`src/rtl/pbtn_pkg.sv`:
```
// ----------------------------------------------------------------------------
// pbtn_pkg
// shared types and constants for the pad button edge and auto-repeat block
// ----------------------------------------------------------------------------
`default_nettype none

package pbtn_pkg;

    // configuration register indexes (paddr[3:2])
    typedef enum logic [1:0] {
        REG_TRIG_THRESH = 2'd0,
        REG_REP_DELAY   = 2'd1,
        REG_REP_FAST    = 2'd2,
        REG_UNUSED      = 2'd3
    } t_reg_idx;

    localparam int unsigned PADDR_W = 4;
    localparam int unsigned PDATA_W = 32;

    // register reset values
    localparam logic [7:0] TRIG_THRESH_RST = 8'hD3;
    localparam logic [7:0] REP_DELAY_RST   = 8'h20;
    localparam logic [7:0] REP_FAST_RST    = 8'h50;

    // button word bits driven by the analogue triggers
    localparam int unsigned TRIG_LEFT_BIT  = 2;
    localparam int unsigned TRIG_RIGHT_BIT = 6;

    // hold counter saturation and slow repeat period mask (every fourth poll)
    localparam logic [7:0] HOLD_MAX      = 8'hFF;
    localparam logic [1:0] SLOW_PER_MASK = 2'b11;

    localparam int unsigned PORT_W   = 2;
    localparam int unsigned BTN_W    = 16;
    localparam int unsigned IN_DW    = 64;
    localparam int unsigned IN_UW    = 3;
    localparam int unsigned OUT_DW   = 96;
    localparam int unsigned OUT_UW   = 3;

endpackage

`default_nettype wire

```
`src/rtl/pad_button_edge_and_autorepeat.sv`:
```
// ----------------------------------------------------------------------------
// pad_button_edge_and_autorepeat
// game-pad poll decoder with button edge detection and typematic auto-repeat
// ----------------------------------------------------------------------------
// One poll response word enters per cycle on the slave stream and one result
// word leaves per word accepted, in order. Each word is first captured in an
// input register, then the button word, trigger bits, pressed and repeat masks
// are formed in one pass against the per-port history and hold counter, which
// are updated at the same edge that loads the result register. A second word
// for the same port in the next cycle thus sees the updated history. Sustained
// rate is one word per cycle, limited only by downstream tready. Responses
// flagged as no-response, or for a port at or beyond PORTS, leave the history
// untouched and give present=0 with all data fields zero. Thresholds and repeat
// timings come from three APB registers (0x0 trigger threshold, 0x4 repeat
// delay, 0x8 fast repeat start).
// ----------------------------------------------------------------------------
`default_nettype none

module pad_button_edge_and_autorepeat
    import pbtn_pkg::*;
#(
    parameter int unsigned PORTS = 4
) (
    input  wire logic                i_clk,
    input  wire logic                i_rst_n,

    // poll response stream
    input  wire logic                s_axis_tvalid,
    output logic                     s_axis_tready,
    // byte_buttons_high, byte_buttons_low, byte_trigger_left, byte_trigger_right,
    // byte_four, byte_five, byte_six, byte_seven
    input  wire logic [IN_DW-1:0]    s_axis_tdata,
    // port, no_response
    input  wire logic [IN_UW-1:0]    s_axis_tuser,

    // result stream
    output logic                     m_axis_tvalid,
    input  wire logic                m_axis_tready,
    // buttons_now, buttons_pressed, buttons_repeat, trigger_left, trigger_right,
    // stick_a_x, stick_a_y, stick_b_x, stick_b_y
    output logic [OUT_DW-1:0]        m_axis_tdata,
    // out_port, present
    output logic [OUT_UW-1:0]        m_axis_tuser,

    // configuration
    input  wire logic                psel,
    input  wire logic                penable,
    input  wire logic                pwrite,
    input  wire logic [PADDR_W-1:0]  paddr,
    input  wire logic [PDATA_W-1:0]  pwdata,
    output logic [PDATA_W-1:0]       prdata,
    output logic                     pready
);

    localparam int unsigned IDX_W = (PORTS > 1) ? $clog2(PORTS) : 1;

    // configuration registers
    logic [7:0] r_trig_thresh;
    logic [7:0] r_rep_delay;
    logic [7:0] r_rep_fast;
    t_reg_idx   reg_idx;
    logic       cfg_wr;

    assign pready  = 1'b1;
    assign reg_idx = t_reg_idx'(paddr[3:2]);
    assign cfg_wr  = psel && penable && pwrite && pready;

    always_ff @(posedge i_clk) begin
        if (!i_rst_n) begin
            r_trig_thresh <= TRIG_THRESH_RST;
            r_rep_delay   <= REP_DELAY_RST;
            r_rep_fast    <= REP_FAST_RST;
        end else if (cfg_wr) begin
            case (reg_idx)
                REG_TRIG_THRESH: r_trig_thresh <= pwdata[7:0];
                REG_REP_DELAY:   r_rep_delay   <= pwdata[7:0];
                REG_REP_FAST:    r_rep_fast    <= pwdata[7:0];
                default: ;
            endcase
        end
    end

    always_comb begin
        case (reg_idx)
            REG_TRIG_THRESH: prdata = {24'd0, r_trig_thresh};
            REG_REP_DELAY:   prdata = {24'd0, r_rep_delay};
            REG_REP_FAST:    prdata = {24'd0, r_rep_fast};
            default:         prdata = '0;
        endcase
    end

    // handshake: input register feeds result register
    logic             r_s1_vld;
    logic [IN_DW-1:0] r_s1_data;
    logic [IN_UW-1:0] r_s1_user;
    logic             r_out_vld;
    logic             advance;

    assign advance       = !r_out_vld || m_axis_tready;
    assign s_axis_tready = !r_s1_vld || advance;
    assign m_axis_tvalid = r_out_vld;

    always_ff @(posedge i_clk) begin
        if (!i_rst_n) begin
            r_s1_vld <= 1'b0;
        end else if (s_axis_tready) begin
            r_s1_vld <= s_axis_tvalid;
        end
    end

    always_ff @(posedge i_clk) begin
        if (s_axis_tvalid && s_axis_tready) begin
            r_s1_data <= s_axis_tdata;
            r_s1_user <= s_axis_tuser;
        end
    end

    always_ff @(posedge i_clk) begin
        if (!i_rst_n) begin
            r_out_vld <= 1'b0;
        end else if (advance) begin
            r_out_vld <= r_s1_vld;
        end
    end

    // unpack the captured response
    logic [PORT_W-1:0] s1_port;
    logic              s1_nr;
    logic [7:0]        b_hi, b_lo, b_tl, b_tr, b_4, b_5, b_6, b_7;

    assign s1_port = r_s1_user[PORT_W-1:0];
    assign s1_nr   = r_s1_user[PORT_W];
    assign b_hi    = r_s1_data[7:0];
    assign b_lo    = r_s1_data[15:8];
    assign b_tl    = r_s1_data[23:16];
    assign b_tr    = r_s1_data[31:24];
    assign b_4     = r_s1_data[39:32];
    assign b_5     = r_s1_data[47:40];
    assign b_6     = r_s1_data[55:48];
    assign b_7     = r_s1_data[63:56];

    // per-port history
    logic [BTN_W-1:0] r_last [PORTS];
    logic [7:0]       r_hold [PORTS];

    logic             port_ok;
    logic             present;
    logic [IDX_W-1:0] idx;
    logic [BTN_W-1:0] prev, now, pressed, held, rep;
    logic [7:0]       hold_cur, n_hold;
    logic             fire;

    assign port_ok = (32'(s1_port) < PORTS);
    assign present = port_ok && !s1_nr;
    assign idx     = IDX_W'(s1_port);

    always_comb begin
        prev     = present ? r_last[idx] : '0;
        hold_cur = present ? r_hold[idx] : '0;

        now = {b_hi, b_lo};
        if (b_tl >= r_trig_thresh) now[TRIG_LEFT_BIT]  = 1'b1;
        if (b_tr >= r_trig_thresh) now[TRIG_RIGHT_BIT] = 1'b1;

        pressed = now & ~prev;
        held    = now & prev;

        // hold counter steps on any held bit and saturates
        if (held != '0) begin
            n_hold = (hold_cur == HOLD_MAX) ? HOLD_MAX : hold_cur + 8'd1;
        end else begin
            n_hold = '0;
        end

        // slow repeat on every fourth poll past the delay, fast repeat every poll
        fire = (held != '0) && (n_hold >= r_rep_delay)
               && ((n_hold >= r_rep_fast) || ((n_hold & {6'd0, SLOW_PER_MASK}) == 8'd0));

        rep = (fire ? held : '0) | pressed;
    end

    always_ff @(posedge i_clk) begin
        if (!i_rst_n) begin
            for (int p = 0; p < PORTS; p++) begin
                r_last[p] <= '0;
                r_hold[p] <= '0;
            end
        end else if (advance && r_s1_vld && present) begin
            r_last[idx] <= now;
            r_hold[idx] <= n_hold;
        end
    end

    // result register
    logic [OUT_DW-1:0] r_out_data;
    logic [OUT_UW-1:0] r_out_user;

    always_ff @(posedge i_clk) begin
        if (advance && r_s1_vld) begin
            r_out_user <= {present, s1_port};
            if (present) begin
                r_out_data <= {b_6, b_7, b_4, b_5, b_tr, b_tl, rep, pressed, now};
            end else begin
                r_out_data <= '0;
            end
        end
    end

    assign m_axis_tdata = r_out_data;
    assign m_axis_tuser = r_out_user;

    // checks
    a_reset_empty: assert property (@(posedge i_clk)
        !i_rst_n |=> !m_axis_tvalid)
        else $error("result valid right after reset");

    a_absent_zero: assert property (@(posedge i_clk) disable iff (!i_rst_n)
        (m_axis_tvalid && !m_axis_tuser[PORT_W]) |-> (m_axis_tdata == '0))
        else $error("absent port result carries data");

    a_pressed_subset: assert property (@(posedge i_clk) disable iff (!i_rst_n)
        m_axis_tvalid |-> (((m_axis_tdata[31:16] & ~m_axis_tdata[15:0]) == '0)
                        && ((m_axis_tdata[31:16] & ~m_axis_tdata[47:32]) == '0)))
        else $error("pressed bits outside now or repeat");

    a_repeat_subset: assert property (@(posedge i_clk) disable iff (!i_rst_n)
        m_axis_tvalid |-> ((m_axis_tdata[47:32] & ~m_axis_tdata[15:0]) == '0))
        else $error("repeat bits outside current word");

    a_stall_blocks: assert property (@(posedge i_clk) disable iff (!i_rst_n)
        (r_s1_vld && r_out_vld && !m_axis_tready) |-> !s_axis_tready)
        else $error("input taken while both stages are stalled");

endmodule

`default_nettype wire

```
`config.mk`:
```
export PLATFORM = sky130hd
export DESIGN_NAME = pad_button_edge_and_autorepeat
export DESIGN_NICKNAME = d
export VERILOG_FILES = /design/src/rtl/pbtn_pkg.sv /design/src/rtl/pad_button_edge_and_autorepeat.sv
export SDC_FILE = /design/constraint.sdc
export NUM_CORES = 1
export LEC_CHECK = 0
export ABC_AREA = 1
export ABC_CLOCK_PERIOD_IN_PS = 3950
export BUFFER_PORTS_ARGS = -buffer_cell sky130_fd_sc_hd__buf_4
export CORE_MARGIN = 10
export CORE_UTILIZATION = 29
export DETAILED_ROUTE_END_ITERATION = 6
export SLEW_MARGIN = 20
export SYNTH_ARGS = -nofsm -noshare
export SYNTH_HDL_FRONTEND = slang
export SYNTH_SLANG_ARGS = --single-unit
```
`constraint.sdc`:
```
create_clock -name i_clk -period 3.95 [get_ports i_clk]
set_clock_uncertainty 0.15 [all_clocks]
set_input_delay 0.1975 -clock i_clk [delete_from_list [all_inputs] [get_ports i_clk]]
set_output_delay 0.1975 -clock i_clk [all_outputs]
set_load 0.005 [all_outputs]
```
==> flow_summary_export.csv <==
group,metric,value,unit
clock_tree,cts_made_buffers,31,
global_routing,grt_pass1_vias,8878,
placement,dpl.hpwl,22400,um
layout,drive_gt1_frac,0.208,
detailed_routing,dr_wl_met3,3290,um
clock_tree,insertion_delay,0.56,ns
detailed_routing,wl_per_cell,16.4,um
global_routing,grt_usage,0.124,
setup_path,critical_path.top_delay_family,"simple AND/OR/NAND/NOR gates",
die,io_pins,244,
clock_tree,cts_tree,"done",
clock_tree,cts.clk_slew.worst_paths,0.06,ns
layout,area_delta_synth_final,33.0,%
die,die_x,227,um
synth,yosysMostFrequentCell,"edfxtp_1",
synth,avgSynthCellArea,11.0,sq um
global_routing,grt_pass1_wl,50100,um
synth,yosys_most_used_dff,"edfxtp_1",
setup_path,max_stage_delay,0.36,ns
die,dieArea,51400,sq um
synth,synth_warnings,0,
detailed_routing,met2_length,15500,um
layout,post-route-util,0.391,
synth,synth_seq_cells,290,
synth,yosys.area.top_type_share,0.635,
detailed_routing,met1_length,13300,um
setup_path,worstSetupStartpointType,"register",
setup_path,critical_path_buf_inv_count,5,
placement,port_buffers,192,
clock_tree,cts.htree.levels,1,
setup_path,cp.required,4.11,ns
detailed_routing,drtPass1Iterations,4,
timing,hold_viol_final,0,
detailed_routing,dr_total_vias,8824,
setup_path,crit_type,"reg -> reg",
layout,n_fill_cell,4011,
setup_path,crit_chain,"buf_4 -> nand2_1 -> nand3_1 -> nand3_1 -> nand2_1 -> nor2_1 -> nand2_1 -> nor2_2 -> nand2_2 -> buf_4 -> nand2_1 -> inv_1 -> ha_1 -> inv_1 -> o21bai_1 -> nand3_1 -> a21oi_1 -> nor3_1 -> o211ai_2 -> nand2_2 -> buf_4 -> a21oi_2",
timing,final.setup.tns,0,ns
timing,slew_headroom,0.313,
setup_path,crit_path_max_fanout,33,
synth,synth_common_cells,"edfxtp_1, nor2_1, nand2_1",
detailed_routing,wl,32800,um
power_and_ir_drop,total_power,7.33,mW
detailed_routing,postRouteAntennaNets,0,
die,start_util,0.294,
hold_path,hold_path.class,"in -> reg",
flow_run,max_cap_viol_count,0,
die,dieHeight,227,um
setup_path,path_common_cell,"nand2_1",
detailed_routing,avgViaCountPerCell,4.42,
clock_tree,clockBufferDepth,3,
power_and_ir_drop,ir_worst_vdd,0.396,mV
layout,ff_latch_area,8430,sq um
die,coreArea,42100,sq um
power_and_ir_drop,leakage,6.96,nW
layout,multi_input_area,3160,sq um
timing,rsz0062_at_grt,"false",
global_routing,grt.overflow.total,0,
synth,synth_area,12400,sq um
detailed_routing,maxUsedRoutingLayer,"met5",
detailed_routing,route.detailed.drc,0,
die,rows,75,
synth,yosysSeqAreaShare,0.680,
layout,nets,1575,
timing,slew_viol_final,0,
timing,tightest_slew,1.03,ns
timing,fmax,273,MHz
global_routing,grt_max_degree,61,
detailed_routing,drt-initial-drc-count,528,
timing,finalSetupViolations,0,
status,status,"finished clean",
synth,synth_largest_area_cell,"edfxtp_1",
timing,fin_crit,3.67,ns
setup_path,slowest_stage,"dfxtp_4",
synth,synthTopCellsByArea,"edfxtp_1, nor2_1, nand2_1, dfxtp_1, inv_1",
synth,netlist_instances,1124,
synth,synth_cell_type_count,34,
timing,period_share,0.928,
clock_tree,cts_sinks,290,
placement,place_congestion,0.813,
clock_tree,cts_root_buffer,"clkbuf_16",
setup_path,arrival,3.83,ns
global_routing,antenna_found_initial,2,
setup_path,end_kind,"register",
synth,synth_enable_flop_cells,262,
synth,ys_async_sr_fraction,0,
power_and_ir_drop,power_density,445,nW/um^2
## final timing paths
kind,start,to,slack [ns],depth (start not counted)
worst min register to register,r_rep_fast[5]$_SDFFE_PN0P_,r_rep_fast[5]$_SDFFE_PN0P_,0.34,2
worst min-delay path,paddr[3],r_rep_fast[0]$_SDFFE_PN0P_,0.03,5
worst max-delay path,register,m_axis_tdata[42]$_SDFFCE_PP0P_,0.28,22
worst max register to register,register,m_axis_tdata[42]$_SDFFCE_PP0P_,0.28,22
## metal layers
| metal | global-route usage | vias to the layer above |
|---|---|---|
| met5 | 0 | - |
| met4 | 0.0299 | 2 |
| met3 | 0.0504 | 46 |
| met2 | 0.206 | 265 |
| met1 | 0.148 | 4185 |
| li1 | - | 4326 |
## layout by cell type, fill, tap and decap left out, drive strengths merged, types with 2 or more instances in the layout
cell and n:
o221ai 7, a21oi 42, or2 2, nand4 5, nor2 213, dfxtp 28
o211ai 8, dlygate4sd3 84, nand2 185, o21bai 2, inv 139, o21a 2
ha 33, o21ai 24, and2 14, nand3 83, clkinv 10, bufinv 4
buf 231, conb 25, edfxtp 262, nor3 4, clkbuf 44
## cell type report
cell class,instances,share of cell area
Antenna cell,1,0.000152
Clock buffer,44,0.0518
Clock inverter,13,0.0102
Inverter,141,0.0324
Multi-Input combinational cell,653,0.192
Sequential cell,290,0.511
Tap cell,539,0.0409
Timing Repair Buffer,315,0.161
## worst register-to-register path, cell delays in order, from the launching register on
cell and delay, ns:
dfxtp_4 0.36, buf_4 0.25, nand2_1 0.12, nand3_1 0.09, nand3_1 0.14, nand2_1 0.07
nor2_1 0.12, nand2_1 0.08, nor2_2 0.22, nand2_2 0.16, buf_4 0.19, nand2_1 0.08
inv_1 0.09, ha_1 0.30, inv_1 0.06, o21bai_1 0.05, nand3_1 0.08, a21oi_1 0.06
nor3_1 0.22, o211ai_2 0.16, nand2_2 0.11, buf_4 0.19, a21oi_2 0.06
## through the flow
| stage | setup WS [ns] | area (sq um) | cells | hold WS [ns] |
|---|---|---|---|---|
| after floorplan | 0.238 | 12500 | 1147 | 0.146 |
| after global placement | 0.148 | 14600 | 1853 | 0.225 |
| after detailed placement | 0.115 | 14600 | 1853 | 0.227 |
| after CTS | 0.0719 | 16400 | 1994 | 0.00560 |
| after global routing | 0.00892 | 16500 | 1996 | 0.0958 |
| final | 0.284 | 16500 | 1996 | 0.0344 |
## where the power goes
part	switching [mW]	internal, mW	total (mW)	leakage [nW]
registers	0.0479	3.51	3.56	2.81
clock network	1.18	1.76	2.93	0.497
logic	0.476	0.360	0.836	3.65
total	1.70	5.63	7.33	6.96
## state kept, by name, indices dropped and copies added (netlist names), named ones only
register,cells
m_axis_tuser,3
r_s1_user,3
r_s1_data,64
r_trig_thresh,8
m_axis_tvalid,1
r_s1_vld,1
m_axis_tdata,96
r_last,64
r_rep_delay,8
r_rep_fast,8
r_hold,32
## timing repair
action,in CTS,in global routing
endpoints found under the setup margin,0,16
hold buffers,84,0
endpoints found under the hold margin,95,0
gates resized for setup,0,14
setup buffers,0,1
## cells by family after synthesis
family / after synthesis / share of synthesized area
other cells: 2 / 0.000606
compound gates: 87 / 0.0438
flops: 290 / 0.680
fa+ha+maj: 33 / 0.0333
xor+xnor: 1 / 0.000707
buf+inv: 204 / 0.0739
simple gates: 507 / 0.168
No activity file was read; power rests on OpenSTA's default activity.
